### config.mk
export PLATFORM = sky130hd
export DESIGN_NAME = grid_astar_path_search_unit
export DESIGN_NICKNAME = d
export VERILOG_FILES = /design/src/rtl/gaps_pkg.sv /design/src/rtl/grid_astar_path_search_unit.sv
export SDC_FILE = /design/constraint.sdc
export NUM_CORES = 2
export LEC_CHECK = 0
export BUFFER_PORTS_ARGS = -buffer_cell sky130_fd_sc_hd__buf_2
export CORE_ASPECT_RATIO = 0.9
export CORE_UTILIZATION = 28
export DETAILED_ROUTE_END_ITERATION = 10
export PLACE_DENSITY = 0.43
export SYNTH_ARGS = -nofsm -noshare
export SYNTH_HDL_FRONTEND = slang
export SYNTH_SLANG_ARGS = --single-unit
### constraint.sdc
create_clock -name clk -period 11.1 [get_ports clk]
set_input_delay 1.665 -clock clk [delete_from_list [all_inputs] [get_ports clk]]
set_output_delay 1.665 -clock clk [all_outputs]
set_load 0.1 [all_outputs]
### src/rtl/gaps_pkg.sv
// ----------------------------------------------------------------------------
// gaps_pkg: shared types and constants
// grid path search state codes, heuristic table and helpers
// ----------------------------------------------------------------------------
package gaps_pkg;

	localparam int CELL_W  = 6;
	localparam int CELLS   = 64;
	localparam int G_W     = 7;
	localparam int LEN_W   = 7;
	localparam int BID_W   = 14;
	localparam int COST_W  = 8;

	localparam logic OP_LOAD   = 1'b0;
	localparam logic OP_SEARCH = 1'b1;

	typedef enum logic [3:0] {
		ST_IDLE,
		ST_SCAN,
		ST_PICK,
		ST_EXPAND,
		ST_NBR,
		ST_RELAX,
		ST_TRACE,
		ST_EMIT,
		ST_FAIL,
		ST_WAIT
	} state_t;

	// floor(sqrt(dr^2 + dc^2)) for dr, dc in 0..7
	function automatic logic [3:0] heur(input logic [2:0] dr, input logic [2:0] dc);
		logic [6:0] n;
		logic [3:0] r;
		n = (7'(dr) * 7'(dr)) + (7'(dc) * 7'(dc));
		r = 4'd0;
		for (int k = 1; k <= 9; k++) begin
			if (7'(k * k) <= n) r = 4'(k);
		end
		return r;
	endfunction

	function automatic logic [2:0] absdiff(input logic [2:0] a, input logic [2:0] b);
		return (a > b) ? a - b : b - a;
	endfunction

endpackage

### src/rtl/grid_astar_path_search_unit.sv
// ----------------------------------------------------------------------------
// grid_astar_path_search_unit: 4-connected grid A* path search
// loads obstacle bits, searches start to goal and streams the path out
// ----------------------------------------------------------------------------
// channel | dir | tdata fields (low bit first)                    | tuser
// s_axis  | in  | row, col, obstacle, goal_row, goal_col           | operation
// m_axis  | out | path_row, path_col, found, path_length, bid      | - (tlast = last)
// cfg     | in  | movement_cost                                    | -
// a load writes one obstacle bit and tready stays high; a search scans all 64 cells
// per expansion (one registered g read and one shared f adder and compare
// a cycle, then a pipeline drain), then pick, expand and a neighbor read
// and relax per move; at the goal the trace walks the parents back to the
// start, then emit streams each path cell and a wait state returns to idle
// s_axis_tready is low while a search runs or results are pending
// results stall freely on m_axis_tready; the output register holds them
// arst_n clears control, open and closed marks, parent marks and the obstacle map
module grid_astar_path_search_unit #(
	parameter int GRID_ROWS = 8,
	parameter int GRID_COLS = 8
) (
	input  logic        clk,
	input  logic        arst_n,
	input  logic        s_axis_tvalid,
	output logic        s_axis_tready,
	input  logic [15:0] s_axis_tdata,   // row, col, obstacle, goal_row, goal_col
	input  logic        s_axis_tuser,   // operation
	output logic        m_axis_tvalid,
	input  logic        m_axis_tready,
	output logic [31:0] m_axis_tdata,   // path_row, path_col, found, path_length, bid
	output logic        m_axis_tlast,
	input  logic        cfg_wr_en,
	input  logic [7:0]  cfg_wr_data
);

	localparam int CW = gaps_pkg::CELL_W;
	localparam int GW = gaps_pkg::G_W;

	gaps_pkg::state_t state_q, state_d;

	logic [7:0]    cost_q;
	logic [63:0]   obst_q, open_q, closed_q, haspar_q;
	logic [GW-1:0] g_mem [64];
	logic [CW-1:0] par_mem [64];
	logic [CW-1:0] stk_mem [64];

	logic [2:0]    gr_q, gc_q;
	logic [CW:0]   scan_q;        // counter including 64
	logic          have_q;
	logic [CW-1:0] best_q;
	logic [7:0]    bestf_q;
	logic [GW-1:0] bestg_q;
	logic [1:0]    mv_q;
	logic [CW-1:0] cur_q;
	logic [CW:0]   n_q, k_q;

	// scan pipeline stage: registered g read of the scanned cell
	logic          pend_s1, hit_s1;
	logic [CW-1:0] idx_s1;
	logic [GW-1:0] g_s1;
	// registered g of the current neighbor
	logic [GW-1:0] gnb_q;

	// output register
	logic          ov_q, olast_q, ofound_q;
	logic [2:0]    orow_q, ocol_q;
	logic [6:0]    olen_q;
	logic [13:0]   obid_q;

	wire accept  = s_axis_tvalid && s_axis_tready;
	wire op      = s_axis_tuser;
	wire [2:0] ir  = s_axis_tdata[2:0];
	wire [2:0] ic  = s_axis_tdata[5:3];
	wire iobs    = s_axis_tdata[6];
	wire [2:0] igr = s_axis_tdata[9:7];
	wire [2:0] igc = s_axis_tdata[12:10];
	wire out_free = !ov_q || m_axis_tready;
	wire out_load = ((state_q == gaps_pkg::ST_EMIT) || (state_q == gaps_pkg::ST_FAIL)) &&
		out_free;

	assign s_axis_tready = (state_q == gaps_pkg::ST_IDLE) && !ov_q;

	// scan address of this cycle
	wire [CW-1:0] sc_i = scan_q[CW-1:0];
	wire sc_in = (32'(sc_i[5:3]) < GRID_ROWS) && (32'(sc_i[2:0]) < GRID_COLS);

	// shared f unit: registered g of scanned cell plus table heuristic
	wire [2:0] sr3 = idx_s1[5:3];
	wire [2:0] scc = idx_s1[2:0];
	wire [7:0] sc_f = 8'(g_s1) + 8'(gaps_pkg::heur(gaps_pkg::absdiff(sr3, gr_q),
		gaps_pkg::absdiff(scc, gc_q)));

	// neighbor of best for current move
	logic [2:0] br, bc;
	logic [3:0] nr, nc;
	assign br = best_q[5:3];
	assign bc = best_q[2:0];
	always_comb begin
		nr = {1'b0, br};
		nc = {1'b0, bc};
		case (mv_q)
			2'd0: nc = {1'b0, bc} - 4'd1;
			2'd1: nc = {1'b0, bc} + 4'd1;
			2'd2: nr = {1'b0, br} - 4'd1;
			2'd3: nr = {1'b0, br} + 4'd1;
			default: nr = {1'b0, br};
		endcase
	end
	wire nb_ok = !nr[3] && !nc[3] && (32'(nr) < GRID_ROWS) && (32'(nc) < GRID_COLS);
	wire [CW-1:0] nj = {nr[2:0], nc[2:0]};
	wire [GW-1:0] ng = bestg_q + 7'd1;
	wire nb_upd = nb_ok && !obst_q[nj] && !closed_q[nj] && (!open_q[nj] || ng < gnb_q);

	wire is_goal = (br == gr_q) && (bc == gc_q);

	always_comb begin
		state_d = state_q;
		case (state_q)
			gaps_pkg::ST_IDLE: if (accept && op == gaps_pkg::OP_SEARCH) begin
				if (32'(ir) >= GRID_ROWS || 32'(ic) >= GRID_COLS ||
				    32'(igr) >= GRID_ROWS || 32'(igc) >= GRID_COLS)
					state_d = gaps_pkg::ST_FAIL;
				else state_d = gaps_pkg::ST_SCAN;
			end
			gaps_pkg::ST_SCAN:   if (scan_q[CW] && !pend_s1) state_d = gaps_pkg::ST_PICK;
			gaps_pkg::ST_PICK: begin
				if (!have_q) state_d = gaps_pkg::ST_FAIL;
				else if (is_goal) state_d = gaps_pkg::ST_TRACE;
				else state_d = gaps_pkg::ST_EXPAND;
			end
			gaps_pkg::ST_EXPAND: state_d = gaps_pkg::ST_NBR;
			gaps_pkg::ST_NBR:    state_d = gaps_pkg::ST_RELAX;
			gaps_pkg::ST_RELAX: begin
				if (mv_q == 2'd3) state_d = gaps_pkg::ST_SCAN;
				else state_d = gaps_pkg::ST_NBR;
			end
			gaps_pkg::ST_TRACE:  if (!haspar_q[cur_q]) state_d = gaps_pkg::ST_EMIT;
			gaps_pkg::ST_EMIT:   if (out_free && k_q == n_q - 7'd1) state_d = gaps_pkg::ST_WAIT;
			gaps_pkg::ST_FAIL:   if (out_free) state_d = gaps_pkg::ST_WAIT;
			gaps_pkg::ST_WAIT:   state_d = gaps_pkg::ST_IDLE;
			default: state_d = gaps_pkg::ST_IDLE;
		endcase
	end

	always_ff @(posedge clk or negedge arst_n) begin
		if (!arst_n) begin
			state_q  <= gaps_pkg::ST_IDLE;
			cost_q   <= 8'd1;
			obst_q   <= '0;
			open_q   <= '0;
			closed_q <= '0;
			haspar_q <= '0;
			ov_q     <= 1'b0;
			scan_q   <= '0;
			have_q   <= 1'b0;
			mv_q     <= '0;
			n_q      <= '0;
			k_q      <= '0;
			pend_s1  <= 1'b0;
			hit_s1   <= 1'b0;
			idx_s1   <= '0;
		end else begin
			state_q <= state_d;
			if (cfg_wr_en) cost_q <= cfg_wr_data;
			// output register: load a new result or release the taken one
			if (out_load) ov_q <= 1'b1;
			else if (m_axis_tready) ov_q <= 1'b0;
			case (state_q)
				gaps_pkg::ST_IDLE: if (accept) begin
					if (op == gaps_pkg::OP_LOAD) begin
						if (32'(ir) < GRID_ROWS && 32'(ic) < GRID_COLS)
							obst_q[{ir, ic}] <= iobs;
					end else begin
						gr_q <= igr;
						gc_q <= igc;
						// only the start cell is open
						open_q <= 64'd1 << {ir, ic};
						closed_q <= '0;
						haspar_q <= '0;
						scan_q <= '0;
						have_q <= 1'b0;
					end
				end
				gaps_pkg::ST_SCAN: begin
					pend_s1 <= !scan_q[CW];
					hit_s1  <= !scan_q[CW] && sc_in && open_q[sc_i];
					idx_s1  <= sc_i;
					if (!scan_q[CW]) scan_q <= scan_q + 7'd1;
					if (hit_s1 && (!have_q || sc_f < bestf_q)) begin
						have_q  <= 1'b1;
						best_q  <= idx_s1;
						bestf_q <= sc_f;
						bestg_q <= g_s1;
					end
				end
				gaps_pkg::ST_PICK: begin
					cur_q <= best_q;
					n_q   <= '0;
				end
				gaps_pkg::ST_EXPAND: begin
					open_q[best_q]   <= 1'b0;
					closed_q[best_q] <= 1'b1;
					mv_q <= '0;
				end
				gaps_pkg::ST_RELAX: begin
					mv_q <= mv_q + 2'd1;
					if (nb_upd) begin
						open_q[nj]   <= 1'b1;
						haspar_q[nj] <= 1'b1;
					end
					if (mv_q == 2'd3) begin
						scan_q <= '0;
						have_q <= 1'b0;
					end
				end
				gaps_pkg::ST_TRACE: begin
					n_q   <= n_q + 7'd1;
					cur_q <= par_mem[cur_q];
					k_q   <= '0;
				end
				gaps_pkg::ST_EMIT: if (out_free) begin
					k_q  <= k_q + 7'd1;
				end
				default: ;
			endcase
		end
	end

	// stored per-cell data and output payload
	wire [CW:0] pos = n_q - 7'd1 - k_q;
	wire [13:0] bid_full = 14'(n_q) * 14'(cost_q);
	always_ff @(posedge clk) begin
		if (state_q == gaps_pkg::ST_IDLE && accept) g_mem[{ir, ic}] <= '0;
		if (state_q == gaps_pkg::ST_SCAN) g_s1 <= g_mem[sc_i];
		if (state_q == gaps_pkg::ST_NBR) gnb_q <= g_mem[nj];
		if (state_q == gaps_pkg::ST_RELAX && nb_upd) begin
			g_mem[nj]   <= ng;
			par_mem[nj] <= best_q;
		end
		if (state_q == gaps_pkg::ST_TRACE) stk_mem[n_q[CW-1:0]] <= cur_q;
		if (state_q == gaps_pkg::ST_EMIT && out_free) begin
			orow_q   <= stk_mem[pos[CW-1:0]][5:3];
			ocol_q   <= stk_mem[pos[CW-1:0]][2:0];
			ofound_q <= 1'b1;
			olast_q  <= (k_q == n_q - 7'd1);
			olen_q   <= (k_q == n_q - 7'd1) ? n_q : 7'd0;
			obid_q   <= (k_q == n_q - 7'd1) ? bid_full : 14'd0;
		end
		if (state_q == gaps_pkg::ST_FAIL && out_free) begin
			orow_q <= '0; ocol_q <= '0; ofound_q <= 1'b0;
			olast_q <= 1'b1; olen_q <= '0; obid_q <= '0;
		end
	end

	assign m_axis_tvalid = ov_q;
	assign m_axis_tlast  = olast_q;
	assign m_axis_tdata  = {4'd0, obid_q, olen_q, ofound_q, ocol_q, orow_q};

	a_busy: assert property (@(posedge clk) disable iff (!arst_n)
		(state_q != gaps_pkg::ST_IDLE) |-> !s_axis_tready) else $error("ready while busy");
	a_pend: assert property (@(posedge clk) disable iff (!arst_n)
		ov_q && !m_axis_tready |=> ov_q) else $error("result dropped");
	a_exp: assert property (@(posedge clk) disable iff (!arst_n)
		(state_q == gaps_pkg::ST_EXPAND) |=> closed_q[$past(best_q)]) else $error("not closed");

endmodule

==> summary.log <==
qor: timing.relSlewSlack 15.3%
qor: final_layout.fin_nets 5,131
qor: logic_synthesis.avgSynthCellArea 14.9 um^2
qor: logic_synthesis.post_synth_num_cell_types 103
qor: outcome.status completed
qor: timing.clock-skew-final 0.0721 ns
qor: worst_setup_path.startpoint_type register
qor: clocking.cts_buffer_depth 4
qor: clocking.cts_hold_buffers 0
qor: floorplan.initial_utilization 28.2%
qor: clocking.setup_buffers_after_cts 0
qor: logic_synthesis.netlist_instances 4,954
qor: logic_synthesis.synth_top_area_share 51.3%
qor: clocking.cts.root.buffer_cell sky130_fd_sc_hd__clkbuf_16
qor: logic_synthesis.yosys.area.top_type sky130_fd_sc_hd__edfxtp_1
qor: timing.timing.final.hold_violations 0
qor: power_and_ir_drop.power.share.switching 38.3%
qor: clocking.post_cts_resized 0
qor: grt.global_route_wire_length_before_repair 355 mm
qor: worst_setup_path.worstSetupEndpointType register
qor: logic_synthesis.postSynthRegisterBits 1,599
qor: floorplan.io_pins 65
qor: timing.setup_total_negative_slack 0 ns
qor: detailed_routing.drcViolationCount 0
qor: floorplan.fp.dieH 490 um
qor: clocking.path_clk_slew 0.06 ns
qor: final_layout.flow.area_growth_from_synthesis 14.1%
qor: grt.grt.total_usage 18.4%
qor: grt.number_of_antenna_violations_at_the_first_check_in_global_routing 14
qor: detailed_routing.finalWirelength 250 mm
qor: power_and_ir_drop.switchingPower 8580 uW
qor: worst_setup_path.critPathSlowestCell sky130_fd_sc_hd__a21oi_1
qor: final_layout.filler_cell_count 25.7k
qor: power_and_ir_drop.power_leakage 0.0283 uW
qor: worst_setup_path.worst_path_most_repeated_cell sky130_fd_sc_hd__buf_4
qor: logic_synthesis.postSynth.asyncResetShare 18.8%
qor: clocking.tritoncts.num_buffers 180
qor: clocking.cts_sinks 1,599
qor: timing.maxClockFrequency 122 MHz
qor: power_and_ir_drop.p_clk_share 26.6%
qor: detailed_routing.ant_nets 0
qor: worst_setup_path.worst_path_largest_cell_delay 1.05 ns
qor: clocking.clock_latency 0.87 ns
qor: floorplan.die-area 266,000 um^2
qor: floorplan.coreArea 262,000 um^2
qor: logic_synthesis.synth_seq_area_share 62.4%
qor: power_and_ir_drop.cellPowerDensity 265 nW/um^2
qor: timing.fin_crit_sh 73.9%
qor: detailed_routing.wl_per_cell 29.0 um
qor: worst_setup_path.r2r_worst_path_depth 17
qor: min_path.hold_class register to register
qor: worst_setup_path.worst-setup-path-type register to register
qor: final_layout.layout-drive-gt1-share 21.7%
qor: placed_design.routabilityCongestion 0.871
qor: worst_setup_path.arrival 8.64 ns
qor: logic_synthesis.mappedNetlistArea 73,900 um^2
qor: clocking.cts.htree.levels 4
qor: clocking.tritoncts_clock_tree yes
qor: floorplan.die_width 544 um
qor: logic_synthesis.postSynth.topFlopCell sky130_fd_sc_hd__edfxtp_1
qor: logic_synthesis.yosysWarnings 0
qor: floorplan.floorplan.rows 178
qor: min_path.worstHoldPathCells 2
qor: final_layout.most_frequent_cells_in_the_layout sky130_fd_sc_hd__edfxtp_1 (1,263), sky130_fd_sc_hd__mux4_2 (440), sky130_fd_sc_hd__nor2_1 (395)
qor: detailed_routing.route.vias.total 47.0k
qor: detailed_routing.via_per_inst 5.45
qor: grt.grt_overflow_total 0
qor: placed_design.hpwl 154 mm
qor: grt.grt_max_degree 124
qor: worst_setup_path.timing.critical_path.cells inv_1 -> ha_1 -> buf_4 -> inv_1 -> fa_2 -> buf_4 -> o21a_1 -> nor2_2 -> buf_4 -> mux2i_1 -> a2111oi_0 -> a221o_1 -> a2111oi_2 -> a22o_1 -> buf_4 -> a31oi_2 -> a21oi_1
qor: timing.drv_slew 0
qor: final_layout.most_common_library_cell_in_the_layout_ignoring_fill_and_taps sky130_fd_sc_hd__edfxtp_1
qor: power_and_ir_drop.vdd.ir_drop.worst 0.000288 V
qor: timing.worstMarginPinSlew 1.26 ns
qor: detailed_routing.drt_pre_antenna_iters 8
qor: worst_setup_path.critical_path.max_fanout 23
qor: grt.number_of_global_route_vias_before_repair 46.7k
qor: power_and_ir_drop.p_comb_share 41.0%
qor: power_and_ir_drop.fin_total_pwr 22,400 uW
qor: detailed_routing.detail_route.iter0.violations 5,318
qor: run.maxCapViolations 0
qor: logic_synthesis.synth_enable_flop_cells 1,263
qor: worst_setup_path.worstPathRequired 11.53 ns
qor: timing.setup-violations-final 0
qor: logic_synthesis.main_area_contributors_after_synthesis sky130_fd_sc_hd__edfxtp_1 (51%), sky130_fd_sc_hd__mux4_2 (13%), sky130_fd_sc_hd__dfrtp_1 (10%), sky130_fd_sc_hd__a21oi_1 (2.1%), sky130_fd_sc_hd__nor2_1 (2.1%)
qor: power_and_ir_drop.cell_internal_pwr 13,800 uW
qor: placed_design.place.port_buffers 57
qor: timing.setup_repair_after_global_routing_missed_its_margin no
qor: timing.fin_crit 8.20 ns
qor: power_and_ir_drop.seq_power_share 32.4%
==> layout make-up <==
cell class | instances | area (um^2) | share of cell area, %
diodes | 6 | 15.0 | 0.0178
repair buffers | 215 | 1520 | 1.80
flip-flops and latches | 1599 | 46200 | 54.7
clock inverters | 79 | 796 | 0.943
well taps | 3510 | 4390 | 5.20
inverters | 131 | 492 | 0.583
multi-input cells | 2853 | 26100 | 30.9
clock buffers | 235 | 4900 | 5.81
==> cell usage after synthesis (68+ instances only) <==
cell / count
sky130_fd_sc_hd__edfxtp_1: 1263
sky130_fd_sc_hd__nand2_1: 333
sky130_fd_sc_hd__clkbuf_1: 246
sky130_fd_sc_hd__inv_1: 129
sky130_fd_sc_hd__nor2_1: 404
sky130_fd_sc_hd__a31oi_1: 68
sky130_fd_sc_hd__a221oi_1: 72
sky130_fd_sc_hd__mux2_2: 93
sky130_fd_sc_hd__buf_1: 72
sky130_fd_sc_hd__a22oi_1: 111
sky130_fd_sc_hd__nand3_1: 70
sky130_fd_sc_hd__ha_1: 82
sky130_fd_sc_hd__mux4_2: 440
sky130_fd_sc_hd__a21oi_1: 306
sky130_fd_sc_hd__dfrtp_1: 300
sky130_fd_sc_hd__o21ai_0: 106
==> routing by layer <==
layer | share of wire [%] | wire [um] | GRT usage (%)
met1 | 44 | 111000 | 26.3
met2 | 45 | 112000 | 28.2
met3 | 7.7 | 19300 | 3.57
met4 | 3.1 | 7770 | 5.80
met5 | 0.021 | 53 | 0
==> state kept, by name, indices dropped and copies added (netlist names), 8 cells and up, named ones only <==
| signal | flops |
|---|---|
| bestf_q | 8 |
| closed_q | 64 |
| cost_q | 8 |
| g_mem | 448 |
| haspar_q | 64 |
| obid_q | 14 |
| obst_q | 64 |
| open_q | 64 |
| par_mem | 384 |
| stk_mem | 384 |
==> logic make-up (layout without fill, tap and decap cells) <==
kind of cell | count (synthesis) | in the layout | synth area share (%)
DFF | 1599 | 1599 | 62.4
AOI/OAI and AO/OA | 1050 | 1050 | 9.92
and+or+nand+nor | 1041 | 1041 | 6.31
muxes | 587 | 587 | 15.5
buffers and inverters | 505 | 660 | 2.75
adders and majority gates | 121 | 121 | 2.44
xor gates and xnor gates | 50 | 50 | 0.602
other | 1 | 10 | 0.00507
==> through the flow <==
stage	worst slack (ns)	utilization (%)	instance area, um^2	std cells	hold slack [ns]
final	2.90	32.2	84400	8628	0.449
after global routing	2.73	32.2	84400	8626	0.468
after floorplan	3.69	-	74000	4957	0.433
after CTS	3.05	32.2	84400	8622	0.450
after detailed placement	3.13	30.0	78700	8308	0.442
after global placement	3.20	30.0	78700	8308	0.436
==> final timing paths <==
kind                                   startpoint                      to  slack (ns)
setup / recovery              mv_q[1]$_DFFE_PN0N_  g_mem[53][1]$_DFFE_PP_        2.90
hold / removal             obid_q[1]$_SDFFE_PP0P_  obid_q[1]$_SDFFE_PP0P_        0.45
setup reg to reg              mv_q[1]$_DFFE_PN0N_  g_mem[53][1]$_DFFE_PP_        2.90
hold reg to reg            obid_q[1]$_SDFFE_PP0P_  obid_q[1]$_SDFFE_PP0P_        0.45
max in group asynchronous                  arst_n   obst_q[6]$_DFFE_PN0P_        8.18
min in group asynchronous                  arst_n      n_q[0]$_DFFE_PN0N_        0.83
==> critical path: cells and delay by family (launching register included) <==
kind,cells,cell delay (ns)
AO/OA/AOI/OAI,7,3.60
adder cells (fa/ha/maj),2,0.84
buffers and inverters,6,1.74
flip-flops,1,0.41
multiplexers,1,0.20
AND/OR/NAND/NOR,1,0.93
==> power groups by stage <==
stage                     logic (uW)  clock network, uW  registers [uW]
final                           9200               5950            7260
after global routing            9720               6300            7300
after CTS                       9180               6080            7260
after detailed placement        9150                  0            7380
after global placement          9150                  0            7370
after floorplan                 5810                  0            7420
(Power assumes the default switching activity.)
